## src/rtl/fpa_pkg.sv

```systemverilog
// shared constants, operation codes and pipeline stage type for the q24.8 alu
// no dependencies; every other rtl file refers to this package by scoped names
`default_nettype none

package fpa_pkg;

    localparam int FIELD_WIDTH  = 32;
    localparam int WORD_WIDTH   = 32;
    localparam int FRAC_BITS    = 8;
    localparam int ACTION_WIDTH = 4;
    localparam int DIV_WIDTH    = WORD_WIDTH + FRAC_BITS;

    typedef enum logic [ACTION_WIDTH-1:0] {
        OP_ADD      = 4'd0,
        OP_SUB      = 4'd1,
        OP_MUL      = 4'd2,
        OP_DIV      = 4'd3,
        OP_GT       = 4'd4,
        OP_LT       = 4'd5,
        OP_GE       = 4'd6,
        OP_LE       = 4'd7,
        OP_EQ       = 4'd8,
        OP_NE       = 4'd9,
        OP_MIN      = 4'd10,
        OP_MAX      = 4'd11,
        OP_INC      = 4'd12,
        OP_DEC      = 4'd13,
        OP_FROM_INT = 4'd14,
        OP_TO_INT   = 4'd15
    } action_t;

    // payload carried down the pipeline alongside a separate valid bit
    typedef struct packed {
        logic                  is_div;
        logic                  div_zero;
        logic                  quo_neg;
        logic                  cmp;
        logic [WORD_WIDTH-1:0] value;
        logic [WORD_WIDTH-1:0] rem;
        logic [DIV_WIDTH-1:0]  num_quo;
        logic [WORD_WIDTH-1:0] den;
    } stage_t;

endpackage

`default_nettype wire

```

## src/rtl/fpa_prep.sv

```systemverilog
// first pipeline stage: multiplier, adders, compares and divider operand set-up
// depends on fpa_pkg
`default_nettype none

module fpa_prep (
    input  wire logic                              clk,
    input  wire logic                              rst_n,
    input  wire logic                              enable,
    input  wire logic                              valid,
    input  wire fpa_pkg::action_t                  action,
    input  wire logic [fpa_pkg::FIELD_WIDTH-1:0]   operand_a,
    input  wire logic [fpa_pkg::FIELD_WIDTH-1:0]   operand_b,
    output logic                                   valid_reg,
    output fpa_pkg::stage_t                        stage_reg
);

    logic signed [fpa_pkg::WORD_WIDTH-1:0]   a_s;
    logic signed [fpa_pkg::WORD_WIDTH-1:0]   b_s;
    logic signed [2*fpa_pkg::WORD_WIDTH-1:0] prod;
    logic [fpa_pkg::WORD_WIDTH-1:0]          a_mag;
    logic [fpa_pkg::WORD_WIDTH-1:0]          b_mag;
    logic                                    lt;
    logic                                    eq;
    fpa_pkg::stage_t                         stage_next;

    assign a_s  = $signed(operand_a[fpa_pkg::WORD_WIDTH-1:0]);
    assign b_s  = $signed(operand_b[fpa_pkg::WORD_WIDTH-1:0]);
    assign prod = a_s * b_s;
    assign lt   = a_s < b_s;
    assign eq   = a_s == b_s;

    // magnitudes for the unsigned divider, the most negative word fits unsigned
    assign a_mag = a_s[fpa_pkg::WORD_WIDTH-1] ? fpa_pkg::WORD_WIDTH'(-a_s)
                                              : fpa_pkg::WORD_WIDTH'(a_s);
    assign b_mag = b_s[fpa_pkg::WORD_WIDTH-1] ? fpa_pkg::WORD_WIDTH'(-b_s)
                                              : fpa_pkg::WORD_WIDTH'(b_s);

    always_comb
    begin
        stage_next          = '0;
        stage_next.num_quo  = fpa_pkg::DIV_WIDTH'(a_mag) << fpa_pkg::FRAC_BITS;
        stage_next.den      = b_mag;
        stage_next.quo_neg  = a_s[fpa_pkg::WORD_WIDTH-1] ^ b_s[fpa_pkg::WORD_WIDTH-1];
        unique case (action)
            fpa_pkg::OP_ADD:      stage_next.value = a_s + b_s;
            fpa_pkg::OP_SUB:      stage_next.value = a_s - b_s;
            fpa_pkg::OP_MUL:
                stage_next.value = prod[fpa_pkg::FRAC_BITS +: fpa_pkg::WORD_WIDTH];
            fpa_pkg::OP_DIV:
            begin
                stage_next.is_div   = 1'b1;
                stage_next.div_zero = (b_s == '0);
            end
            fpa_pkg::OP_GT:       stage_next.cmp = !lt && !eq;
            fpa_pkg::OP_LT:       stage_next.cmp = lt;
            fpa_pkg::OP_GE:       stage_next.cmp = !lt;
            fpa_pkg::OP_LE:       stage_next.cmp = lt || eq;
            fpa_pkg::OP_EQ:       stage_next.cmp = eq;
            fpa_pkg::OP_NE:       stage_next.cmp = !eq;
            fpa_pkg::OP_MIN:      stage_next.value = lt ? a_s : b_s;
            fpa_pkg::OP_MAX:      stage_next.value = lt ? b_s : a_s;
            fpa_pkg::OP_INC:      stage_next.value = a_s + 1'b1;
            fpa_pkg::OP_DEC:      stage_next.value = a_s - 1'b1;
            fpa_pkg::OP_FROM_INT: stage_next.value = a_s << fpa_pkg::FRAC_BITS;
            fpa_pkg::OP_TO_INT:   stage_next.value = a_s >>> fpa_pkg::FRAC_BITS;
        endcase
    end

    always_ff @(posedge clk or negedge rst_n)
    begin
        if (!rst_n)
        begin
            valid_reg <= 1'b0;
        end
        else if (enable)
        begin
            valid_reg <= valid;
        end
    end

    always_ff @(posedge clk)
    begin
        if (enable)
        begin
            stage_reg <= stage_next;
        end
    end

endmodule

`default_nettype wire

```

## config.mk

```make
export PLATFORM = sky130hd
export DESIGN_NAME = fpa_prep
export DESIGN_NICKNAME = d
export VERILOG_FILES = /design/src/rtl/fpa_pkg.sv /design/src/rtl/fpa_prep.sv
export SDC_FILE = /design/constraint.sdc
export NUM_CORES = 2
export LEC_CHECK = 0
export ABC_CLOCK_PERIOD_IN_PS = 800
export BUFFER_PORTS_ARGS = -buffer_cell sky130_fd_sc_hd__buf_2
export CAP_MARGIN = 20
export CORE_MARGIN = 1
export CORE_UTILIZATION = 38
export CTS_CLUSTER_DIAMETER = 100
export CTS_CLUSTER_SIZE = 24
export DETAILED_ROUTE_END_ITERATION = 10
export GPL_ROUTABILITY_DRIVEN = 1
export MAX_ROUTING_LAYER = met4
export PLACE_DENSITY_LB_ADDON = 0.12
export REMOVE_ABC_BUFFERS = 1
export SETUP_SLACK_MARGIN = 0.05
export SYNTH_ARGS = -nofsm -noshare
export SYNTH_HDL_FRONTEND = slang
export SYNTH_SLANG_ARGS = --single-unit
```

## constraint.sdc

```tcl
create_clock -name clk -period 0.8 [get_ports clk]
set_input_delay 0.04 -clock clk [delete_from_list [all_inputs] [get_ports clk]]
set_output_delay 0.04 -clock clk [all_outputs]
set_load 0.05 [all_outputs]
```

Word level (Yosys, flattened, before mapping)
Cells that the tools add are included.
{"block": "word_totals", "input_bits": 72, "word_cells": 48, "out_inout_bits": 141, "reg_bits": 101}
{"block": "classes", "n_bitwise": 1, "n_eq_ne": 16, "reduce_logical": 6, "multipliers": 1, "n_mux": 7, "n_lt_le_gt_ge": 1, "addsub": 6}
{"operator": "32-bit case mux with 9 select lines", "n": 1}
{"operator": "32-bit 2-to-1 mux", "n": 2}
{"operator": "32-bit negation", "n": 2}
{"operator": "31-bit 2-to-1 mux", "n": 2}
{"operator": "32-bit by 32-bit multiplier with 40-bit output", "n": 1}
{"operator": "32-bit by 1-bit adder with 32-bit output, second input constant", "n": 1}
{"operator": "32-bit adder", "n": 1}
{"operator": "32-bit == test", "n": 1}
{"operator": "4-bit == test, second input constant", "n": 8}
{"operator": "32-bit zero test", "n": 1}
{"operator": "32-bit less-than comparator", "n": 1}
{"operator": "32-bit by 1-bit subtractor with 32-bit output, second input constant", "n": 1}
{"operator": "32-bit subtractor", "n": 1}
{"operator": "4-bit by 3-bit == test with 1-bit output, second input constant", "n": 4}
{"operator": "4-bit by 2-bit == test with 1-bit output, second input constant", "n": 2}
{"operator": "1-bit case mux with 6 select lines", "n": 1}
{"operator": "4-bit by 1-bit == test with 1-bit output, second input constant", "n": 1}
{"operator": "4-bit zero test", "n": 1}
{"operator": "1-bit zero test", "n": 2}
{"operator": "2-bit 2-to-1 mux", "n": 1}
{"operator": "1-bit logical AND", "n": 1}
{"operator": "1-bit logical OR", "n": 1}
{"operator": "1-bit bitwise XOR", "n": 1}

Longest topological paths before layout
{"block": "logic_depth", "word_depth": 4, "depth_mapped": 29, "depth_no_buf": 27}

Worst setup path after synthesis
OpenSTA, ideal clock, no wires.
{"block": "synth_path", "path_kind": "input -> register", "from": "input operand_a[11] in the netlist's numbering", "to": "register stage_reg[135] in the netlist's numbering, data pin", "cell_stages": 29, "n_path_buf": 3, "arrival_ns": 7.107, "setup_slack_ns": -6.579, "setup_ns": 0.272, "required_ns": 0.528, "cell_sequence": "clkbuf_1 > clkbuf_1 > clkbuf_1 > nand2_1 > fa_1 > fa_1 > inv_1 > fa_1 > inv_1 > fa_1 > inv_1 > ha_1 > ha_1 > fa_1 > inv_1 > fa_1 > inv_1 > ha_1 > o21ai_1 > a22oi_1 > a41o_1 > a21oi_1 > or4_4 > a31oi_4 > a21oi_2 > o31ai_2 > xnor2_1 > a2111oi_4 > o221ai_2"}
{"item": "start: declaration", "line_no": "fpa_prep.sv:11", "text": "input wire logic [fpa_pkg::FIELD_WIDTH-1:0] operand_a,"}
{"item": "end signal: assignment", "line_no": "fpa_prep.sv:85", "text": "stage_reg <= stage_next;"}
{"item": "end: declaration", "line_no": "fpa_prep.sv:14", "text": "output fpa_pkg::stage_t stage_reg"}

==> summary.md <==
| Metric | Value |
|---|---|
| Max cap viols | 0 |
| Ys flop type | edfxtp_1 |
| Multi-input logic area | about 0.029 mm² |
| Leading post-synthesis cells by cell area | fa_1, ha_1, edfxtp_1 |
| PnR worst setup slack | -6.24 ns |
| Critical path buffer and inverter count | 6 |
| Dpl hpwl | 114 mm |
| Core footprint | 0.0872 mm² |
| Failing checks | setup timing |
| Peak supply drop | between 4 and 5 mV |
| IO Count | around 210 |
| Register clock-pin slew on the reported worst setup and hold paths | 0.10 ns |
| Clock skew | 0 ns |
| Global placer's final weighted congestion | approximately 0.97 |
| Syn Area/Cell | 9.01 µm² |
| Final WL | 135 mm |
| Die Span X | approximately 300 µm |
| WL/cell | between 20 and 25 µm |
| Register area share after synthesis | 0.0902 |
| Clk sinks | roughly 100 |
| Fmax | 142 MHz |
| RSZ-0062 raised after global routing | true |
| Post-DR vias/cell | 5.16 |
| H-tree depth | 3 |
| Hold crit path type | in2reg |
| CP arrival | 7.19 ns |
| Mapped Cells | 3727 |
| Slew headroom | 0.353 |
| Largest net degree at the start of global routing | between 50 and 60 |
| Synth unique cells | 91 |
| Element type at the critical path end | flip-flop |
| Slew Limit Fails | 0 |
| Clk root buf | clkbuf_16 |
| DR pass1 iterations | 6 |
| Max Root-Sink Buffers | 2 |
| Slowest Stage Delay on Critical Path | between 0.8 and 0.9 ns |
| Residual DRC | 0 |
| Synth Register Bits | a little over 100 |
| All-Layer GR Usage | 0.315 |
| Initial antenna violation count | 9 |
| Finished Cell Area | between 0.04 and 0.05 mm² |
| Port Buffers | approximately 170 |
| Antenna-violating nets left | 0 |
| Vias | between 20000 and 30000 |
| Max FFs per register | 100 |
| Final Non-Filler Cells | 5677 |
| Most frequent CP cell | fa_1 |
| Reg area | 0.00303 mm² |
| CP max stage cell | a222oi_1 |
| DIE HEIGHT | approximately 300 µm |
| Ys async rst share | 0.00990 |
| Fin. Hold Viols | 0 |
| Yosys warns | 0 |
| DIE AREA | 0.0896 mm² |
| # rows | 108 |
| Cts bufs inserted | 9 |
| Layout cell share with drive strength beyond 1 | 0.296 |
| Syn Std Cell Area | 0.0336 mm² |
| Crit path launch type | primary input |
| Final min period | a little over 7 ns |
| GRT overflow | 0 |
| Worst Path Required | 0.94 ns |
| CP Class | in2reg |
| Number of DRC markers in iteration 0 | around 2200 |
| CTS tree | yes |
| Top cells by count, synth | inv_1, fa_1, and2_1 |
| Starting Density | 0.385 |
| Fillers | just over 8000 |
| Worst slew pin tran | 0.971 ns |
| Setup violators final | 198 |
| EDFF count, synth | 100 |
| Syn-to-layout area delta | 32.5% |
| Count leader, synth | inv_1 |
| Area leader, netlist | fa_1 |
| Nets | 5475 |
| Placed cells | 5585 |
| Cell Pwr Density | 4760 mW/mm² |
| First-pass GRT wire length | 200 mm |
| Status | finished, violations left |
| Dpl cell area | 0.0409 mm² |
| Vias in the first global route | 29800 |
| Part of the cycle the worst path needs | 8.80 |
| Cell class contributing the biggest share of worst-path delay | adder cells |
| Pleak | 21.5 nW |
| Yosys top cell area share | 0.385 |
| Worst-path fanout max | 5 |
| Clock Latency Late Sink | 0.41 ns |
[cell families after synthesis]
family,synth area share
AO/OA/AOI/OAI,0.0995
AND/OR/NAND/NOR,0.160
XOR/XNOR,0.0535
buffers and inverters,0.117
multiplexers,0.00216
flip-flops,0.0902
adder cells (fa/ha/maj),0.478
other,0.000112
[path summary, 6_finish.rpt]
kind                               start        endpoint  slack [ns]  cells after the start
min in group asynchronous          rst_n       valid_reg        0.44                      3
hold reg to reg                valid_reg       valid_reg        0.54                      1
setup reg to reg               valid_reg       valid_reg        0.04                      1
hold / removal              operand_b[0]    stage_reg[0]       0.009                      2
max in group asynchronous          rst_n       valid_reg        0.26                      3
setup / recovery           operand_a[10]  stage_reg[116]       -6.24                     25
[power by group]
part           internal, mW  switching (mW)
clock network          2.20            2.80
logic                  96.8             103
registers              6.90           0.273
total                   106             106
[per-layer routing]
metal	share of wire	GRT usage	up-vias
met4	0.028	0.0728	0
met5	0	-	-
met1	0.45	0.447	15000
li1	-	-	13100
met2	0.45	0.479	1020
met3	0.069	0.0401	133
[stage by stage]
| step | power, mW | TNS (ns) | util | hold slack, ns | setup slack, ns |
|---|---|---|---|---|---|
| 6_report | 212 | -274.76 | 0.511 | 0.00877 | -6.24 |
| 5_1_grt | 220 | -284.90 | 0.511 | 0.00970 | -6.41 |
| 4_1_cts | 202 | -271.22 | 0.497 | 0.00581 | -6.20 |
| 3_5_place_dp | 171 | -326.92 | 0.470 | -0.182 | -7.32 |
| 3_3_place_gp | 170 | -325.36 | 0.470 | -0.184 | -7.36 |
| 2_1_floorplan | 114 | -232.08 | - | -0.256 | -6.09 |
[final cells by class]
| type | count | share of cell area |
|---|---|---|
| inverters | 724 | 0.0619 |
| clock buffers | 9 | 0.00506 |
| multi-input cells | 2674 | 0.643 |
| well taps | 1155 | 0.0325 |
| repair buffers | 998 | 0.188 |
| flip-flops and latches | 101 | 0.0680 |
| clock inverters | 7 | 0.00149 |
| diodes | 9 | 0.000506 |
[layout by cell type, fill, tap and decap left out, types with 18 or more instances in the layout]
master	netlist	layout
ha_1	250	210
buf_6	4	98
nand2_1	363	351
o21ai_0	82	49
buf_4	41	702
ha_4	0	31
inv_2	3	30
buf_2	9	124
buf_12	0	49
a21oi_1	120	100
nor2_1	119	107
edfxtp_1	100	100
xnor2_2	1	19
and2_4	0	19
fa_2	0	25
a222oi_1	18	18
o21ai_1	12	20
and2_1	397	377
nand3_1	35	31
xor2_1	39	31
nor3_1	27	21
inv_1	716	684
conb_1	1	40
a21o_1	33	33
xnor2_1	161	140
fa_1	645	620
[repair_timing]
action	CTS	global route
pin swaps	110	104
cloned	1	2
hold buffers	4	0
setup endpoints to repair	199	199
hold endpoints to repair	3	0
resized for setup	419	212
setup buffers	38	25
(Power assumes the default switching activity.)
