$ cat src/rtl/fpa_pkg.sv
// shared constants, operation codes and pipeline stage type for the q24.8 alu
// no dependencies; every other rtl file refers to this package by scoped names
`default_nettype none

package fpa_pkg;

    localparam int FIELD_WIDTH  = 32;
    localparam int WORD_WIDTH   = 32;
    localparam int FRAC_BITS    = 8;
    localparam int ACTION_WIDTH = 4;
    localparam int DIV_WIDTH    = WORD_WIDTH + FRAC_BITS;

    typedef enum logic [ACTION_WIDTH-1:0] {
        OP_ADD      = 4'd0,
        OP_SUB      = 4'd1,
        OP_MUL      = 4'd2,
        OP_DIV      = 4'd3,
        OP_GT       = 4'd4,
        OP_LT       = 4'd5,
        OP_GE       = 4'd6,
        OP_LE       = 4'd7,
        OP_EQ       = 4'd8,
        OP_NE       = 4'd9,
        OP_MIN      = 4'd10,
        OP_MAX      = 4'd11,
        OP_INC      = 4'd12,
        OP_DEC      = 4'd13,
        OP_FROM_INT = 4'd14,
        OP_TO_INT   = 4'd15
    } action_t;

    // payload carried down the pipeline alongside a separate valid bit
    typedef struct packed {
        logic                  is_div;
        logic                  div_zero;
        logic                  quo_neg;
        logic                  cmp;
        logic [WORD_WIDTH-1:0] value;
        logic [WORD_WIDTH-1:0] rem;
        logic [DIV_WIDTH-1:0]  num_quo;
        logic [WORD_WIDTH-1:0] den;
    } stage_t;

endpackage

`default_nettype wire

$ cat src/rtl/fpa_div_stage.sv
// one restoring division step: one quotient bit per stage, payload rides along
// depends on fpa_pkg
`default_nettype none

module fpa_div_stage (
    input  wire logic            clk,
    input  wire logic            rst_n,
    input  wire logic            enable,
    input  wire logic            valid_in,
    input  wire fpa_pkg::stage_t stage_in,
    output logic                 valid_reg,
    output fpa_pkg::stage_t      stage_reg
);

    logic [fpa_pkg::WORD_WIDTH:0] shifted;
    logic [fpa_pkg::WORD_WIDTH:0] diff;
    logic                         fits;
    fpa_pkg::stage_t              stage_next;

    assign shifted = {stage_in.rem, stage_in.num_quo[fpa_pkg::DIV_WIDTH-1]};
    assign diff    = shifted - {1'b0, stage_in.den};
    assign fits    = !diff[fpa_pkg::WORD_WIDTH];

    always_comb
    begin
        stage_next         = stage_in;
        stage_next.rem     = fits ? diff[fpa_pkg::WORD_WIDTH-1:0]
                                  : shifted[fpa_pkg::WORD_WIDTH-1:0];
        // dividend bits leave at the top, quotient bits enter at the bottom
        stage_next.num_quo = {stage_in.num_quo[fpa_pkg::DIV_WIDTH-2:0], fits};
    end

    always_ff @(posedge clk or negedge rst_n)
    begin
        if (!rst_n)
        begin
            valid_reg <= 1'b0;
        end
        else if (enable)
        begin
            valid_reg <= valid_in;
        end
    end

    always_ff @(posedge clk)
    begin
        if (enable)
        begin
            stage_reg <= stage_next;
        end
    end

endmodule

`default_nettype wire

$ cat config.mk
export PLATFORM = sky130hd
export DESIGN_NAME = fpa_div_stage
export DESIGN_NICKNAME = d
export VERILOG_FILES = /design/src/rtl/fpa_pkg.sv /design/src/rtl/fpa_div_stage.sv
export SDC_FILE = /design/constraint.sdc
export NUM_CORES = 1
export LEC_CHECK = 0
export ABC_AREA = 1
export ABC_CLOCK_PERIOD_IN_PS = 1800
export BUFFER_PORTS_ARGS = -buffer_cell sky130_fd_sc_hd__buf_4
export CAP_MARGIN = 15
export CORE_ASPECT_RATIO = 1.1
export CORE_MARGIN = 1
export CORE_UTILIZATION = 23
export DETAILED_ROUTE_END_ITERATION = 12
export PLACE_DENSITY_LB_ADDON = 0.15
export SLEW_MARGIN = 20
export SYNTH_ARGS = -nofsm -noshare
export SYNTH_HDL_FRONTEND = slang
export SYNTH_SLANG_ARGS = --single-unit
$ cat constraint.sdc
create_clock -name clk -period 1.8 [get_ports clk]
set_input_delay 0.27 -clock clk [delete_from_list [all_inputs] [get_ports clk]]
set_output_delay 0.27 -clock clk [all_outputs]
set_load 0.01 [all_outputs]
# Word-level counts from Yosys, hierarchy flattened

Cells that the tools add are included.

Memory bits (writable): 0
ROM bits: 0
Logic and storage cells: 12
Latch bits: 0
Bits of input ports: 144
Memories: 0
Output and inout bits: 141
Flip-flop bits (word level): 141

$add $sub $neg: 1
Equal/unequal tests: 0
Multiplexer cells: 1
Bitwise gates (word level): 0
Shifts and indexed selects: 0
Reductions and logical operators: 1
Divide/modulo/power cells: 0
Multipliers: 0
Magnitude comparators: 0

Operators by type and width:

| cell            | number |
|---|---|
| $sub 33x32->33  | 1 |
| $mux 32         | 1 |
| $logic_not 1->1 | 1 |

# Longest topological paths before layout

Gate-level depths: netlist of the first run.

Word-level depth: 2
Mapped depth: 17
Gate-level depth less buffers: 16

# Least setup slack after synthesis of the first run

No wires, ideal clock.

Path type: in2reg
Start point: in stage_in[71] (netlist bit)
End point: reg stage_reg[85] (netlist bit) (data pin)
Required time: 1548 ps
Cell stages on the path: 16
Setup time: 252 ps
Setup slack: -307 ps
Path buffers: 1
Data arrival time: 1855 ps
Cells stage by stage: inv_1 ha_1 fa_1 inv_1 nand2_1 nand2_1 nand3_1 nand2_2 nand2_2 nand2_2 nand2_4 nand3_2 nand2_8 buf_12 nand2_1 nand2_1

RTL lines:

| element                | line                | text |
|---|---|---|
| start: declaration     | fpa_div_stage.sv:10 | `input wire fpa_pkg::stage_t stage_in,` |
| end signal: assignment | fpa_div_stage.sv:49 | `stage_reg <= stage_next;` |
| end: declaration       | fpa_div_stage.sv:12 | `output fpa_pkg::stage_t stage_reg` |

==> flow_metrics.py, run 1 <==
metrics = {
    "place": {
        "dp_slack_ps": -553,
        "numPortBuffers": 284,
        "placed_cell_area_mm2": 0.0112,
        "detailed_place_hpwl_mm": 21.2,
        "globalplace.congestion": 0.843,
    },
    "worst_setup_path": {
        "path_class": "input pin to flop",
        "critPathLaunchType": "input pin",
        "cp.required_ps": 1990,
        "crit_path_end_kind": "flop",
        "crit_fanout": 8,
        "cp.arrival_ps": 1970,
    },
    "floorplanning": {
        "die-height_um": 191,
        "rows": 69,
        "io_pins": 285,
        "start_util": 0.233,
        "design.die.area_mm2": 0.0334,
        "fp.dieW_um": 174,
        "coreArea_mm2": 0.0322,
    },
    "yosys": {
        "synth_top_area_cell": "edfxtp_1",
        "synth_area_leaders": "edfxtp_1 56%, nand2_1 16%, inv_1 7.6%, ha_1 5.3%, nand2_2 2.1%",
        "yosysUniqueCellTypes": 32,
        "ys_ff_latch": 141,
        "synth_warnings": 0,
        "syn_area_per_cell_um2": 9.13,
        "synth_top_area_frac": 0.560,
        "synth_seq_area_share": 0.564,
        "netlist_instances": 822,
        "synth_area_mm2": 0.00750,
        "syn_nets": 999,
    },
    "clocking": {
        "path_clk_slew_ps": 70,
        "clk_latency_ps": 430,
        "clock_sinks": 141,
        "cts_tree": "yes",
        "clk_path_buf_depth": 2,
        "numCtsBuffers": 17,
        "h-tree-depth": 4,
        "cts_root_buf": "clkbuf_16",
    },
    "finish": {
        "largest_reg_flops": 140,
        "fillers": 3262,
        "area_growth_pct": 78.3,
        "final_util": 0.415,
        "diodes": 0,
        "finalInstanceArea_mm2": 0.0134,
        "layout-drive-gt1-share": 0.440,
        "finalNetCount": 1527,
    },
    "route": {
        "postRouteAntennaNets": 0,
        "via_count": 7184,
        "wire_per_inst_um": 16.0,
        "drc": 0,
        "via_per_inst": 4.02,
        "drt_iter0_drc": 203,
        "dr.pass1.iters": 4,
        "finalWirelength_mm": 28.5,
    },
    "timing": {
        "holdWs_ps": 15.9,
        "fmax_mhz": 561,
        "fin_ws_ps": 18.1,
        "rsz0062_at_grt": "true",
        "fin_crit_ps": 1780,
        "finalMaxSlewViolations": 0,
        "final_hold_viol_count": 0,
        "setup_viol": 0,
        "period_share": 0.990,
        "worstMarginPinSlew_ps": 388,
        "fin_skew_ps": 0,
        "slew-limit-headroom": 0.741,
    },
    "power_and_ir_drop": {
        "fin_total_pwr_mw": 11.0,
        "powerDensity_mw_per_mm2": 821,
        "ir_drop_mv": 0.541,
        "p_leak_nw": 6.55,
    },
    "global_route": {
        "grt_pass1_vias": 7221,
        "grt.overflow.total": 0,
        "grt_antenna_before_repair": 0,
        "grt_max_degree": 33,
        "groute.usage.overall": 0.163,
        "grt_pass1_wl_mm": 40.4,
    },
    "status": {
        "outcome": "completed",
    },
    "min_path": {
        "hp-class": "input pin to flop",
    },
    "flow_run": {
        "cap_violations": 0,
    },
}
-- power by group --
part	switching [mW]	leakage (nW)	total [mW]	internal [mW]
clock network	1.59	0.290	3.80	2.21
logic	1.55	4.88	3.10	1.55
registers	0.101	1.38	4.09	3.99
total	3.24	6.55	11.0	7.75
-- path summary, 6_finish.rpt --
check	startpoint	to	slack, ps	depth (start not counted)
min in group asynchronous	rst_n	valid_reg	160	2
max in group asynchronous	rst_n	valid_reg	1560	2
setup reg to reg	valid_reg	valid_reg	1050	1
hold reg to reg	valid_reg	valid_reg	520	1
hold / removal	stage_in[0]	stage_reg[0]	20	1
setup / recovery	stage_in[71]	stage_reg[95]	20	17
-- per-stage QoR --
| step | setup TNS, ps | std cells |
|---|---|---|
| CTS | 0 | 1774 |
| global route | -1710 | 1789 |
| finish | 0 | 1789 |
| floorplan | -4650 | 822 |
| global placement | -16850 | 1655 |
| detailed placement | -17170 | 1655 |
-- layout make-up --
cell class | count | area, um2 | share of cell area
clock buffers | 18 | 429 | 0.0321
clock inverters | 14 | 181 | 0.0136
repair buffers | 511 | 4200 | 0.314
multi-input cells | 522 | 3200 | 0.240
inverters | 157 | 597 | 0.0446
well taps | 426 | 533 | 0.0398
flip-flops and latches | 141 | 4230 | 0.316
-- synth_stat cells --
library cell    n
nand4_1         8
clkinv_1        1
fa_1            1
nand3_2         1
mux2_2          1
and2_1          4
o21bai_1        7
inv_1         151
nor2_1         38
nand3_1        30
nand3b_1        2
nand2_8         1
xnor2_1         1
dfrtp_1         1
a21oi_2         1
or2_2           1
nand2_1       313
buf_6           4
inv_2           5
a21oi_4         1
and3_1          1
nand2_2        25
nor3_1          6
buf_8           1
ha_1           32
or2_1           1
buf_12          1
xor2_1         14
nand2_4         4
a21oi_1        24
nor2_2          1
edfxtp_1      140
-- logic make-up (layout without fill, tap and decap cells) --
kind of cell	after synthesis	count (layout)	synth area share
multiplexers	1	1	0.00150
AO/OA/AOI/OAI	33	33	0.0263
buffers and inverters	163	700	0.0892
flip-flops	141	141	0.564
XOR/XNOR	15	15	0.0175
adder cells (fa/ha/maj)	33	33	0.0560
AND/OR/NAND/NOR	436	440	0.246
-- cell usage in the layout, fill, tap and decap left out, drive strengths merged --
cell type | netlist | layout
buf | 6 | 423
nand2 | 343 | 347
inv | 156 | 162
edfxtp | 140 | 140
dlygate4sd3 | 0 | 85
nor2 | 39 | 39
ha | 32 | 32
nand3 | 31 | 31
a21oi | 26 | 26
clkbuf | 0 | 21
xor2 | 14 | 14
nand4 | 8 | 8
o21bai | 7 | 7
nor3 | 6 | 6
and2 | 4 | 4
clkinvlp | 0 | 3
bufinv | 0 | 3
clkinv | 1 | 3
nand3b | 2 | 2
or2 | 2 | 2
and3 | 1 | 1
xnor2 | 1 | 1
mux2 | 1 | 1
fa | 1 | 1
dfrtp | 1 | 1
-- critical path, cell delays in order --
cell and delay [ps]:
buf_8 90, inv_8 30, ha_4 150, fa_2 350, inv_2 70, nand2_2 50
nand2_2 60, nand3_2 80, nand2_2 100, nand2_2 70, nand2_4 80, nand2_4 80
nand3_4 80, buf_12 160, nand2_8 120, nand2_2 90, nand2_1 50
-- layer usage --
metal / GRT usage / up-vias / wire [um]
li1: - / 3671 / -
met1: 0.190 / 3290 / 12100
met2: 0.299 / 203 / 14900
met3: 0.0326 / 20 / 1270
met4: 0.0496 / 0 / 320
met5: 0 / - / 0
-- repair_timing --
item	CTS	global route
hold endpoints to repair	85	0
pin swaps	2	21
hold buffers	85	0
buffers inserted	1	8
endpoints found under the setup margin	32	33
resized for setup	8	109
gates cloned	1	7
No activity file was read; power rests on OpenSTA's default activity.
==> run 2: changes to the inputs <==
Settings changed: ABC_CLOCK_PERIOD_IN_PS 1800 to 1750.
Clock period 1.8 ns to 1.75 ns, I/O delays scaled along.
==> run 2 against run 1 <==
  * The run now ends with setup timing left
  * Utilization up 0.31 points
  * Wire length down 1.6%
  * Register-to-register slack worse by 50 ps
  * Largest power group unchanged
  * Total power up 1.8%
  * First-iteration DRC count up 25%
==> flow_metrics.py, run 2 (synthesized netlist as in run 1, its figures left out) <==
metrics = {
    "timing": {
        "slew-limit-headroom": 0.787,
        "fin_skew_ps": 0,
        "holdWs_ps": 20.9,
        "fin_ws_ps": -31.7,
        "setup_viol": 25,
        "fin_setup_tns_ps": -345,
        "worstMarginPinSlew_ps": 319,
        "final_hold_viol_count": 0,
        "rsz0062_at_grt": "true",
        "fin_crit_ps": 1780,
        "finalMaxSlewViolations": 0,
        "period_share": 1.02,
        "fmax_mhz": 561,
    },
    "worst_setup_path": {
        "cp.arrival_ps": 1970,
        "crit_path_end_kind": "flop",
        "slowest_stage": "fa_2",
        "path_common_cell": "nand2_4",
        "crit_fanout": 8,
        "crit_path_cell_trace": "buf_8 > inv_8 > ha_4 > fa_2 > inv_2 > nand2_2 > nand2_2 > nand3_2 > nand2_4 > nand2_4 > nand2_4 > nand2_4 > nand3_4 > buf_6 > nand2_8 > nand2_2 > nand2_1",
        "critPathMaxStageDelay_ps": 340,
        "critPathLaunchType": "input pin",
        "path_class": "input pin to flop",
        "cp.required_ps": 1940,
    },
    "route": {
        "dr.pass1.iters": 4,
        "via_count": 7214,
        "finalWirelength_mm": 28.1,
        "wire_per_inst_um": 15.6,
        "via_per_inst": 4.00,
        "postRouteAntennaNets": 0,
        "drt_iter0_drc": 254,
        "drc": 0,
    },
    "clocking": {
        "clk_path_buf_depth": 2,
        "cts_tree": "yes",
        "cts_root_buf": "clkbuf_16",
        "clock_sinks": 141,
        "numCtsBuffers": 17,
        "clk_latency_ps": 430,
        "path_clk_slew_ps": 70,
        "h-tree-depth": 4,
    },
    "power_and_ir_drop": {
        "p_clk_frac": 0.340,
        "switchingPower_mw": 3.32,
        "swShare": 0.297,
        "powerDensity_mw_per_mm2": 830,
        "p_leak_nw": 6.57,
        "fin_total_pwr_mw": 11.2,
        "ir_drop_mv": 0.485,
        "comb_power_share": 0.284,
        "power.share.sequential": 0.376,
        "internal_power_mw": 7.86,
    },
    "finish": {
        "layoutNonFillerInstCount": 1802,
        "layout-drive-gt1-share": 0.445,
        "finalNetCount": 1540,
        "final_common_cell": "buf_4",
        "finalInstanceArea_mm2": 0.0135,
        "diodes": 0,
        "area_growth_pct": 79.6,
        "final_util": 0.419,
        "largest_reg_flops": 140,
        "final_cell_mix": "415 x buf_4, 273 x nand2_1, 140 x edfxtp_1",
    },
    "min_path": {
        "hp-class": "input pin to flop",
    },
    "flow_run": {
        "cap_violations": 0,
    },
    "place": {
        "placed_cell_area_mm2": 0.0112,
        "dp_slack_ps": -600,
        "numPortBuffers": 284,
        "post-place-cells": 1658,
        "detailed_place_hpwl_mm": 20.9,
        "globalplace.congestion": 0.842,
    },
    "global_route": {
        "grt_pass1_vias": 7299,
        "grt_pass1_wl_mm": 40.6,
        "groute.usage.overall": 0.164,
        "grt_max_degree": 42,
        "grt_antenna_before_repair": 0,
        "grt.overflow.total": 0,
    },
    "floorplanning": {
        "start_util": 0.233,
        "die-height_um": 191,
        "io_pins": 285,
        "coreArea_mm2": 0.0322,
        "fp.dieW_um": 174,
        "rows": 69,
        "design.die.area_mm2": 0.0334,
    },
    "status": {
        "violations": "setup timing",
        "outcome": "finished with violations",
    },
}
run 2: cell count changes in the layout (fill, tap and decap cells not counted), sizes merged:
cell         previous run  this run
dlygate4sd3            85        95
clkinvlp                3         1
inv                   162       164
buf                   423       427
clkinv                  3         5
clkbuf                 21        19
bufinv                  3         2
run 2: final cells by class:
cell class / instances / area (um2)
flip-flops and latches: 141 / 4230
clock inverters: 15 / 176
multi-input cells: 522 / 3210
repair buffers: 524 / 4310
clock buffers: 17 / 425
inverters: 157 / 597
fillers: 3272 / 18700
well taps: 426 / 533
run 2: routing by layer:
metal	up-vias	wire length [um]	GRT usage	part of all wire
met2	203	14500	0.300	0.52
met4	0	340	0.0469	0.012
met5	-	0	0	0
li1	3689	-	-	-
met3	15	1330	0.0356	0.047
met1	3307	11900	0.192	0.43
run 2: what timing repair did:
| item | in CTS | in global routing |
|---|---|---|
| buffers inserted | 4 | 7 |
| pin swaps | 5 | 13 |
| gates cloned | 3 | 3 |
| hold buffers | 95 | 0 |
| hold endpoints to repair | 95 | 0 |
| resized for setup | 36 | 84 |
| setup endpoints to repair | 33 | 32 |
run 2: power by group through the flow:
stage	clock (mW)	combinational, mW	sequential (mW)
after floorplan	0	0.969	4.43
after global placement	0	2.67	4.28
after detailed placement	0	2.68	4.28
after CTS	3.96	2.99	4.21
after global routing	4.07	3.48	4.23
final	3.81	3.17	4.20
run 2: worst max-delay path: cells and delay by family:
kind                       cells  cell delay (ps)
adders and majority gates      2              490
buffers and inverters          4              340
and+or+nand+nor               11              880
run 2: final timing paths:
check                           cells after the start  slack, ps           from              to
worst min register to register                      1        530      valid_reg       valid_reg
worst min-delay path                                1         20  stage_in[114]  stage_reg[114]
min in group asynchronous                           2        180          rst_n       valid_reg
worst max register to register                      1       1000      valid_reg       valid_reg
max in group asynchronous                           2       1480          rst_n       valid_reg
worst max-delay path                               17        -30   stage_in[71]   stage_reg[95]
