===== src/rtl/fpa_pkg.sv =====
// shared constants, operation codes and pipeline stage type for the q24.8 alu
// no dependencies; every other rtl file refers to this package by scoped names
`default_nettype none

package fpa_pkg;

    localparam int FIELD_WIDTH  = 32;
    localparam int WORD_WIDTH   = 32;
    localparam int FRAC_BITS    = 8;
    localparam int ACTION_WIDTH = 4;
    localparam int DIV_WIDTH    = WORD_WIDTH + FRAC_BITS;

    typedef enum logic [ACTION_WIDTH-1:0] {
        OP_ADD      = 4'd0,
        OP_SUB      = 4'd1,
        OP_MUL      = 4'd2,
        OP_DIV      = 4'd3,
        OP_GT       = 4'd4,
        OP_LT       = 4'd5,
        OP_GE       = 4'd6,
        OP_LE       = 4'd7,
        OP_EQ       = 4'd8,
        OP_NE       = 4'd9,
        OP_MIN      = 4'd10,
        OP_MAX      = 4'd11,
        OP_INC      = 4'd12,
        OP_DEC      = 4'd13,
        OP_FROM_INT = 4'd14,
        OP_TO_INT   = 4'd15
    } action_t;

    // payload carried down the pipeline alongside a separate valid bit
    typedef struct packed {
        logic                  is_div;
        logic                  div_zero;
        logic                  quo_neg;
        logic                  cmp;
        logic [WORD_WIDTH-1:0] value;
        logic [WORD_WIDTH-1:0] rem;
        logic [DIV_WIDTH-1:0]  num_quo;
        logic [WORD_WIDTH-1:0] den;
    } stage_t;

endpackage

`default_nettype wire


===== src/rtl/fpa_finish.sv =====
// last stage: quotient sign fix, result select and the output register
// depends on fpa_pkg
`default_nettype none

module fpa_finish (
    input  wire logic                            clk,
    input  wire logic                            rst_n,
    input  wire logic                            enable,
    input  wire logic                            valid_in,
    input  wire fpa_pkg::stage_t                 stage_in,
    output logic                                 valid_reg,
    output logic [fpa_pkg::FIELD_WIDTH-1:0]      result_value_reg,
    output logic                                 compare_true_reg,
    output logic                                 divide_by_zero_reg
);

    logic [fpa_pkg::WORD_WIDTH-1:0]  quo;
    logic [fpa_pkg::WORD_WIDTH-1:0]  word_next;
    logic [fpa_pkg::FIELD_WIDTH-1:0] result_value_next;

    // only the low word of the quotient survives the wrap
    assign quo = stage_in.num_quo[fpa_pkg::WORD_WIDTH-1:0];

    always_comb
    begin
        priority if (stage_in.is_div && stage_in.div_zero)
            word_next = '0;
        else if (stage_in.is_div)
            word_next = stage_in.quo_neg ? -quo : quo;
        else
            word_next = stage_in.value;
    end

    assign result_value_next = fpa_pkg::FIELD_WIDTH'($signed(word_next));

    always_ff @(posedge clk or negedge rst_n)
    begin
        if (!rst_n)
        begin
            valid_reg <= 1'b0;
        end
        else if (enable)
        begin
            valid_reg <= valid_in;
        end
    end

    always_ff @(posedge clk)
    begin
        if (enable)
        begin
            result_value_reg   <= result_value_next;
            compare_true_reg   <= stage_in.cmp;
            divide_by_zero_reg <= stage_in.is_div && stage_in.div_zero;
        end
    end

endmodule

`default_nettype wire


===== config.mk =====
export PLATFORM = sky130hd
export DESIGN_NAME = fpa_finish
export DESIGN_NICKNAME = d
export VERILOG_FILES = /design/src/rtl/fpa_pkg.sv /design/src/rtl/fpa_finish.sv
export SDC_FILE = /design/constraint.sdc
export NUM_CORES = 1
export LEC_CHECK = 0
export BUFFER_PORTS_ARGS = -buffer_cell sky130_fd_sc_hd__buf_2
export CAP_MARGIN = 40
export CELL_PAD_IN_SITES_DETAIL_PLACEMENT = 0
export CELL_PAD_IN_SITES_GLOBAL_PLACEMENT = 1
export CORE_AREA = 2 2 83 105
export CTS_CLUSTER_SIZE = 8
export DETAILED_ROUTE_END_ITERATION = 6
export DIE_AREA = 0 0 85 107
export PLACE_DENSITY_LB_ADDON = 0.1
export SYNTH_ARGS = -nofsm -noshare
export SYNTH_HDL_FRONTEND = slang
export SYNTH_SLANG_ARGS = --single-unit

===== constraint.sdc =====
create_clock -name clk -period 1 [get_ports clk]
set_input_delay 0 -clock clk [delete_from_list [all_inputs] [get_ports clk]]
set_output_delay 0 -clock clk [all_outputs]
set_load 0.05 [all_outputs]

; ---- Yosys cells after proc, flatten, opt, wreduce, memory -nomap -nowiden
; Index checks and enable logic that the tools add are counted.
[op_classes]
addsub = 1
n_mul = 0
div = 0
n_lt_le_gt_ge = 0
eq_ne = 0
shift = 0
n_mux = 2
bitwise_logic = 0
reduce_logical = 1
[ops]
columns = op, count
row1 = two-way mux 32 bit, 2
row2 = negator 32 bit, 1
row3 = logical AND 1 bit, 1
[word_totals]
regBits = 35
latchBits = 0
ramBits = 0
mem_bits_ro = 0
input_bits = 144
out_inout_bits = 35
mem_count = 0

; ---- Logic depth before layout (Yosys ltp)
; Gate-level depths: netlist (run 1).
[logic_depth]
word_depth = 3
mapped_depth = 8
ltp_nobuf = 7

; ---- Worst setup path after synthesis (run 1)
; OpenSTA, ideal clock, no wires.
[synth_path]
kind = input to register
from = input port stage_in[32] in the netlist's numbering
to = register result_value_reg[14] in the netlist's numbering (data pin)
arrival_time_ps = 1526
path_slack_ps = -783
path_stages = 8
n_path_buf = 1
cell_sequence = inv_1 -> ha_1 -> or4b_1 -> clkbuf_1 -> nand2b_4 -> o41ai_1 -> xnor2_1 -> a22o_1
[synth_between]
elab_chain_cells = 3
[synth_rtl]
columns = element, line
row1 = "start, declared", fpa_finish.sv:10  ; input wire fpa_pkg::stage_t stage_in,
row2 = negator 32 bit, fpa_finish.sv:29  ; word_next = stage_in.quo_neg ? -quo : quo;
row3 = two-way mux 32 bit, fpa_finish.sv:29
row4 = two-way mux 32 bit, fpa_finish.sv:28  ; else if (stage_in.is_div)
row5 = "end signal, assigned", fpa_finish.sv:52  ; result_value_reg <= result_value_next;
row6 = "end, declared", fpa_finish.sv:12  ; output logic [fpa_pkg::FIELD_WIDTH-1:0] result_value_reg,
; Every way passes these cells.
; A chain may end at the register's enable or synchronous reset.

; ---- Worst setup path in the final report (run 1)
[layout_path]
from = input port stage_in[40] in the netlist's numbering
to = register result_value_reg[27] in the netlist's numbering (data pin)
; The elaborated chain is that of the path after synthesis.

==> flow_summary.yaml, run 1 <==
outcome:
  status: "finished with violations"
  violations: "setup timing"
sta:
  clock_skew_ns: 0
  period_needed_ns: 1.651
  relSlewSlack_pct: 67.75
  hold_viol: 0
  fin_ws_ns: -0.6509
  slew_violations: 0
  worstMarginPinSlew_ns: 0.4819
  post-route-period-util_pct: 165.1
  fmax_ghz: 0.6057
  setup_viol: 26
  rsz0062_at_grt: "yes"
synthesis:
  syn_area_mm2: 0.002155
  avgSynthCellArea_um2: 11.77
  yosysUniqueCellTypes: 37
  syn_nets: 328
  syn_inst: 183
  ys_ff_latch: 35
  ys_seq_area_share_pct: 48.55
  yosysWarningCount: 0
critical_path:
  reg2regPathDepth: 1
  crit_type: "in -> reg"
  cp-end-kind: "register"
  critPathArrivalTime_ns: 1.70
  path_max_fanout: 6
  startpoint_type: "input pin"
  crit_required_ns: 1.05
detailed_routing:
  wl_per_cell_um: 15.02
  final_antenna_net_count: 0
  drt_pass1_iterations: 4
  via_count: 2198
  drc: 0
  via_per_inst: 4.657
  wirelength_um: 7089
  dr.first_iter.drc_count: 47
clocking:
  h-tree-depth: 2
  clock_latency_ns: 0.28
  numCtsBuffers: 5
  cts.sinks: 35
  clockRootBuffer: "clkbuf_8"
  cts_tree: "yes"
  cts.reportedPaths.clkPinSlew_ns: 0.07
  cts_buffer_depth: 2
placement:
  hpwl_um: 5264
  gp_congestion: 0.7783
  dpl_worst_slack_ns: -1.025
  io_buffers: 106
grt:
  grt_usage_pct: 15.55
  grt_pass1_wl_um: 11060
  antenna_found_initial: 0
  grt_overflow_total: 0
  grt_start_max_net_pins: 19
  grt_pass1_vias: 2275
die:
  core_area_mm2: 0.008102
  std_cell_rows: 37
  die_y_um: 107
  die_area_mm2: 0.009095
  pin_count: 179
  initial_core_util_pct: 26.59
  die_w_um: 85
worst_hold_path:
  min_path_type: "in -> async"
finish:
  multi_input_area_mm2: 0.001431
  seq_area_mm2: 0.001046
  final_nets: 519
  syn_to_final_growth_pct: 89.08
  final_cell_mix: "buf_2, buf_4, edfxtp_1"
  antennaDiodeCount: 0
  largest_reg_flops: 32
  drive_gt1_share_pct: 63.47
  final_common_cell: "buf_2"
  fillers: 744
power_and_ir_drop:
  finalPower_mw: 4.509
  power_density_mw_per_mm2: 1107
  p_leak_nw: 1.777
  vdd_ir_drop_max_mv: 0.5601
run:
  cap_violations: 0
==> stage by stage <==
step / setup TNS [ns] / std cells / utilization [%] / area, um^2 / hold slack (ns)
2_1_floorplan: -14.81 / 183 / - / 2282 / -0.2956
3_3_place_gp: -23.27 / 438 / 41.68 / 3377 / -0.2251
3_5_place_dp: -23.48 / 438 / 41.68 / 3377 / -0.2246
4_1_cts: -12.55 / 469 / 48.23 / 3908 / 0.001036
5_1_grt: -14.12 / 472 / 50.29 / 4074 / 0.009100
6_report: -12.44 / 472 / 50.29 / 4074 / 0.007924
==> layout make-up <==
cell class              count  share of cell area (%)
multi-input cells         133                   35.14
clock inverters             1                  0.1229
flip-flops and latches     35                   25.68
clock buffers               7                   2.119
repair buffers            195                   33.17
well taps                  97                   2.979
inverters                   4                  0.7985
==> cell usage after synthesis, drive strengths merged <==
cell     number  area share, %
edfxtp       34             47
xnor2        25             10
a22o         23            9.3
o31ai        14            5.3
nand2        11            1.9
clkbuf       10            1.7
o41ai         7            4.1
nand2b        5            1.8
nor2          5           0.87
nor3          5            1.2
o21ai         5            1.2
inv           4           0.70
nand3         4           0.93
or3           4            1.2
xor2          4            1.6
nor4          3           0.87
o2bb2ai       3            1.2
buf           2           0.70
o21a          2           0.70
a311o         1           0.46
a32o          1           0.46
and2          1           0.29
dfrtp         1            1.2
ha            1           0.58
mux2          1           0.52
mux2i         1           0.46
nand4b        1            1.1
nor4b         1           0.41
o31a          1           0.41
or2           1           0.29
or4           1           0.52
or4b          1           0.46
==> per-layer routing <==
metal / routed length [um] / global-route usage [%]
met2: 3574 / 27.12
met4: 70 / 3.401
met3: 384 / 3.387
met1: 3059 / 19.57
met5: 0 / 0
==> final timing paths <==
check / start / endpoint / slack, ns
min: rst_n / valid_reg$_DFFE_PN0P_ / 0.008
max in group asynchronous: rst_n / valid_reg$_DFFE_PN0P_ / 0.90
min in group clk: stage_in[123] / result_value_reg[19]$_SDFFCE_PP0P_ / 0.01
max reg2reg: valid_reg$_DFFE_PN0P_ / valid_reg$_DFFE_PN0P_ / 0.27
max: stage_in[40] / result_value_reg[27]$_SDFFCE_PP0P_ / -0.65
min reg2reg: valid_reg$_DFFE_PN0P_ / valid_reg$_DFFE_PN0P_ / 0.50
==> report_power, final <==
part           internal (mW)  total (mW)  switching, mW  leakage (nW)
sequential              1.77        1.80         0.0305         0.341
combinational          0.652        1.62          0.970          1.39
clock                  0.556        1.09          0.530        0.0482
==> logic make-up (layout without fill, tap and decap cells) <==
kind of cell | Yosys count | in the layout | share of synthesized area [%]
AO/OA/AOI/OAI | 57 | 57 | 23.17
XOR/XNOR | 29 | 29 | 11.79
adder cells (fa/ha/maj) | 1 | 1 | 0.5806
buffers and inverters | 16 | 207 | 3.136
flip-flops | 35 | 35 | 48.55
multiplexers | 2 | 2 | 0.9872
AND/OR/NAND/NOR | 43 | 44 | 11.79
==> repair_timing <==
item,4_1_cts,5_1_grt
gates cloned,1,0
pin swaps,33,32
hold buffers,11,0
resized for setup,45,26
setup buffers,11,6
hold endpoints to repair,11,0
endpoints found under the setup margin,27,28
==> critical path, cell delays in order <==
cell	delay, ns
buf_6	0.09
or4_4	0.55
nand4b_4	0.31
o41ai_2	0.42
xnor2_1	0.12
a22o_1	0.20
Note: power is estimated with default switching activity, not from simulation.
==> run 2, diff against run 1 <==
Settings changed: ABC_AREA set to 1, CORE_AREA 2 2 83 105 to 2 2 90 114, DIE_AREA 0 0 85 107 to 0 0 92 116, GPL_TIMING_DRIVEN set to 0.
==> run 2 against run 1 <==
Net effect: largest power group is now clock; setup slack improved by 0.64 ns; the flow finishes with violations (hold timing, setup timing); power increased by 12%; clock-buffer cell count decreased by 2; final cell count increased by 31%; routed wire length increased by 25%; non-clock buffer count decreased by 57.
==> flow_summary.yaml, run 2 <==
outcome:
  status: "finished with violations"
  violations: "hold timing, setup timing"
clocking:
  cts_buffer_depth: 2
  clockRootBuffer: "clkbuf_16"
  cts.sinks: 35
  cts.reportedPaths.clkPinSlew_ns: 0.06
  numCtsBuffers: 5
  h-tree-depth: 2
  cts_tree: "yes"
  clock_latency_ns: 0.28
die:
  std_cell_rows: 40
  die_y_um: 116
  die_area_mm2: 0.01067
  initial_core_util_pct: 26.59
  pin_count: 179
  die_w_um: 92
  core_area_mm2: 0.009509
sta:
  hold_slack_ns: -0.0005951
  hold_viol: 1
  final.setup.tns_ns: -0.01232
  slew_violations: 0
  fmax_ghz: 0.9878
  worstMarginPinSlew_ns: 0.8410
  clock_skew_ns: 0
  fin_ws_ns: -0.01232
  post-route-period-util_pct: 101.2
  period_needed_ns: 1.012
  relSlewSlack_pct: 43.94
  rsz0062_at_grt: "yes"
  setup_viol: 1
finish:
  antennaDiodeCount: 0
  fillers: 1092
  multi_input_area_mm2: 0.001433
  final_nets: 635
  syn_to_final_growth_pct: 48.05
  instances_no_fill: 617
  final_common_cell: "nand2_1"
  largest_reg_flops: 32
  drive_gt1_share_pct: 35.85
  seq_area_mm2: 0.001046
  final_cell_mix: "nand2_1, buf_2, nand3_1, edfxtp_1, nor2_1"
placement:
  gp_congestion: 0.8116
  hpwl_um: 6920
  io_buffers: 105
  dp_cells: 586
critical_path:
  r2r-start: "valid_reg$_DFFE_PN0P_"
  critPathArrivalTime_ns: 1.05
  cp_slowest_cell: "nor2_4"
  startpoint_type: "input pin"
  cp-end-kind: "register"
  cp.depth: 10
  crit_path_max_incr_delay_ns: 0.17
  crit_type: "in -> reg"
  crit_chain: "buf_8 > inv_8 > ha_4 > nand3_4 > nand2_4 > nand2_8 > nor2_4 > nand3b_1 > nand3_2 > nand2_2"
  crit_start: "stage_in[32]"
  cp_top_family: "simple AND/OR/NAND/NOR gates"
  reg2regPathDepth: 1
  cp.buffers_inverters: 2
  r2r-end: "valid_reg$_DFFE_PN0P_"
  crit_end: "result_value_reg[18]$_SDFFCE_PP0P_"
  r2r_setup_slack_ns: 0.27
  crit_required_ns: 1.04
  path_max_fanout: 4
power_and_ir_drop:
  p_sw_mw: 1.665
  p_leak_nw: 1.703
  p_sw_share_pct: 32.91
  pwr-share-clk_pct: 35.7
  intPower_mw: 3.394
  seqPwrFrac_pct: 35.6
  vdd_ir_drop_max_mv: 0.6741
  combPwrFrac_pct: 28.7
  power_density_mw_per_mm2: 1351
detailed_routing:
  routed-wl-met3_um: 398
  via_count: 2784
  drc: 0
  wl_per_cell_um: 14.31
  dr.first_iter.drc_count: 81
  drt_pass1_iterations: 4
  wirelength_um: 8827
  met2_length_um: 4739
  wl_met1_um: 3588
  top_layer: "met4"
  via_per_inst: 4.512
  final_antenna_net_count: 0
synthesis:
  synth_common_cells: "nand2_1, nor2_1, nand3_1"
  yosysUniqueCellTypes: 30
  yosysWarningCount: 0
  yosys.area.top_type_share_pct: 40.38
  yosys-top-cells-area: "edfxtp_1, nand2_1, nand3_1"
  synth_area_leader_cell: "edfxtp_1"
  async_reset_ff_share_pct: 2.857
  ys_seq_area_share_pct: 41.37
  yosysMostFrequentCell: "nand2_1"
  syn_nets: 500
  synth_edf_count: 34
  synth_flop_cell: "edfxtp_1"
  avgSynthCellArea_um2: 7.123
  syn_inst: 355
  ys_ff_latch: 35
  syn_area_mm2: 0.002529
grt:
  antenna_found_initial: 0
  grt_pass1_vias: 2708
  grt_pass1_wl_um: 13610
  grt_start_max_net_pins: 36
  grt_usage_pct: 16.54
  grt_overflow_total: 0
run:
  cap_violations: 0
worst_hold_path:
  min_path_type: "in -> reg"
==> run 2: repair_timing <==
item | in CTS | in global routing
hold endpoints to repair | 17 | 0
pin swaps | 2 | 10
resized for setup | 7 | 28
cloned | 0 | 0
endpoints found under the setup margin | 8 | 14
hold buffers | 17 | 0
buffers inserted | 0 | 6
==> run 2: final cells by class <==
type / count / share of cell area, %
clock inverter: 3 / 1.170
inverter: 25 / 2.707
timing repair buffer: 128 / 20.22
clock buffer: 5 / 3.342
buffer: 10 / 2.139
tap: 126 / 4.211
multi-input combinational: 285 / 38.27
sequential: 35 / 27.94
==> run 2: logic make-up (layout without fill, tap and decap cells) <==
kind of cell | Yosys count | count (layout) | synth area share (%)
compound gates | 34 | 34 | 7.125
xor+xnor | 5 | 5 | 1.732
fa+ha+maj | 1 | 1 | 0.4947
buf+inv | 35 | 171 | 6.878
flops | 35 | 35 | 41.37
mux | 1 | 1 | 0.4453
simple gates | 244 | 244 | 41.96
==> run 2: worst min-delay path by stage <==
| stage | start | to | slack [ns] | depth (start not counted) |
|---|---|---|---|---|
| 6_report | stage_in[127] | result_value_reg[23]$_SDFFCE_PP0P_ | -0.0006 | 3 |
| 5_1_grt | stage_in[118] | result_value_reg[14]$_SDFFCE_PP0P_ | 0.02 | 3 |
| 4_1_cts | stage_in[127] | result_value_reg[23]$_SDFFCE_PP0P_ | 0.0002 | 3 |
| 3_5_place_dp | rst_n | valid_reg$_DFFE_PN0P_ | -0.22 | 1 |
| 3_3_place_gp | rst_n | valid_reg$_DFFE_PN0P_ | -0.23 | 1 |
| 2_1_floorplan | rst_n | valid_reg$_DFFE_PN0P_ | -0.30 | 0 |
==> run 2: through the flow <==
stage	area (um^2)	utilization [%]	setup WS, ns	total power [mW]
final	3744	39.37	-0.01232	5.059
after global routing	3744	39.37	-0.07493	5.317
after CTS	3608	37.95	0.01004	5.073
after detailed placement	3247	34.14	-0.3640	3.193
after global placement	3247	34.14	-0.3658	3.180
after floorplan	2564	-	-0.005574	2.727
==> run 2: per-layer routing <==
layer | GRT usage, % | vias to the layer above
met5 | 0 | -
met1 | 19.48 | 1277
met3 | 2.926 | 8
li1 | - | 1423
met4 | 4.179 | 0
met2 | 31.08 | 76
==> run 2: power by group through the flow <==
stage / registers, mW / logic, mW / clock network (mW)
2_1_floorplan: 2.32 / 0.405 / 0
6_report: 1.80 / 1.45 / 1.81
4_1_cts: 1.80 / 1.42 / 1.85
3_5_place_dp: 1.84 / 1.36 / 0
3_3_place_gp: 1.83 / 1.35 / 0
5_1_grt: 1.81 / 1.58 / 1.93
==> run 3, diff against run 2 <==
Settings changed: RECOVER_POWER set to 100.
==> run 3 against run 2 <==
Net effect: the run still ends with hold timing, setup timing left; sequential cell count unchanged; clock power about the same; clock skew unchanged; sequential share of layout area about the same; die area unchanged.
==> flow_summary.yaml, run 3 (synthesis gave the netlist of run 2 again) <==
finish:
  final_common_cell: "nand2_1"
  largest_reg_flops: 32
  drive_gt1_share_pct: 35.64
  seq_area_mm2: 0.001046
  fillers: 1093
  antennaDiodeCount: 0
  final_cell_mix: "nand2_1, buf_2, nand3_1, edfxtp_1, nor2_1"
  instances_no_fill: 617
  final_nets: 635
  utilization_pct: 39.36
  syn_to_final_growth_pct: 48.00
  multi_input_area_mm2: 0.001433
sta:
  fmax_ghz: 0.9878
  relSlewSlack_pct: 43.94
  hold_viol: 1
  period_needed_ns: 1.012
  rsz0062_at_grt: "yes"
  fin_ws_ns: -0.01232
  clock_skew_ns: 0
  hold_slack_ns: -0.0005951
  setup_viol: 1
  worstMarginPinSlew_ns: 0.8410
  post-route-period-util_pct: 101.2
  slew_violations: 0
critical_path:
  cp_slowest_cell: "nor2_4"
  cp_top_family: "simple AND/OR/NAND/NOR gates"
  path_max_fanout: 4
  cp-end-kind: "register"
  crit_type: "in -> reg"
  cp.buffers_inverters: 2
  crit_chain: "buf_8 > inv_8 > ha_4 > nand3_4 > nand2_4 > nand2_8 > nor2_4 > nand3b_1 > nand3_2 > nand2_2"
  crit_path_max_incr_delay_ns: 0.17
  startpoint_type: "input pin"
  crit_required_ns: 1.04
  critPathArrivalTime_ns: 1.05
detailed_routing:
  via_count: 2784
  wl_per_cell_um: 14.30
  via_per_inst: 4.512
  final_antenna_net_count: 0
  drc: 0
  dr.first_iter.drc_count: 81
  drt_pass1_iterations: 4
  wirelength_um: 8825
outcome:
  status: "finished with violations"
  violations: "hold timing, setup timing"
grt:
  grt_pass1_vias: 2708
  grt_overflow_total: 0
  grt_usage_pct: 16.54
  antenna_found_initial: 0
  grt_start_max_net_pins: 36
  grt_pass1_wl_um: 13610
placement:
  hpwl_um: 6920
  io_buffers: 105
  dpl_worst_slack_ns: -0.3640
  dp_cells: 586
  gp_congestion: 0.8116
power_and_ir_drop:
  vdd_ir_drop_max_mv: 0.6741
  p_leak_nw: 1.701
  power_density_mw_per_mm2: 1352
die:
  core_area_mm2: 0.009509
  die_w_um: 92
  pin_count: 179
  die_y_um: 116
  std_cell_rows: 40
  initial_core_util_pct: 26.59
  die_area_mm2: 0.01067
worst_hold_path:
  min_path_type: "in -> reg"
clocking:
  cts.reportedPaths.clkPinSlew_ns: 0.06
  numCtsBuffers: 5
  cts.sinks: 35
  clockRootBuffer: "clkbuf_16"
  clock_latency_ns: 0.28
  cts_buffer_depth: 2
  h-tree-depth: 2
  cts_tree: "yes"
run:
  cap_violations: 0
## run 3: power breakdown
| group | switching, mW | internal, mW |
|---|---|---|
| sequential | 0.0301 | 1.77 |
| clock | 0.630 | 1.18 |
| combinational | 1.01 | 0.446 |
## run 3: per-layer routing
layer / global-route usage (%) / part of all wire (%)
met4: 4.179 / 1.1
met1: 19.48 / 41
met3: 2.926 / 4.5
met5: 0 / 0
met2: 31.08 / 54
## run 3: cell type report
type	count	area share (%)
Tap cell	126	4.213
Clock inverter	3	1.170
Multi-Input combinational cell	285	38.28
Clock buffer	5	3.343
Sequential cell	35	27.95
Buffer	10	2.140
Timing Repair Buffer	128	20.19
Inverter	25	2.708
## run 3: worst paths after layout
check	startpoint	to	slack (ns)	cells after the start
hold reg to reg	valid_reg$_DFFE_PN0P_	valid_reg$_DFFE_PN0P_	0.50	1
setup / recovery	stage_in[32]	result_value_reg[18]$_SDFFCE_PP0P_	-0.01	10
max in group asynchronous	rst_n	valid_reg$_DFFE_PN0P_	0.88	2
hold / removal	stage_in[127]	result_value_reg[23]$_SDFFCE_PP0P_	-0.0006	3
min in group asynchronous	rst_n	valid_reg$_DFFE_PN0P_	0.04	2
setup reg to reg	valid_reg$_DFFE_PN0P_	valid_reg$_DFFE_PN0P_	0.27	1
## run 3: stage by stage
stage	instance area (um^2)	hold slack [ns]	total power, mW	setup TNS [ns]
floorplan	2564	-0.2956	2.727	-0.005574
detailed placement	3247	-0.2232	3.193	-8.878
CTS	3608	0.0001533	5.073	0
global route	3742	0.01832	5.317	-0.3166
global placement	3247	-0.2255	3.180	-8.419
finish	3742	-0.0005951	5.058	-0.01232
## run 3: what timing repair did
item | 4_1_cts | 5_1_grt
setup endpoints to repair | 8 | 14
resized for setup | 7 | 28
setup buffers | 0 | 6
pin swaps | 2 | 10
hold endpoints to repair | 17 | 0
hold buffers | 17 | 0
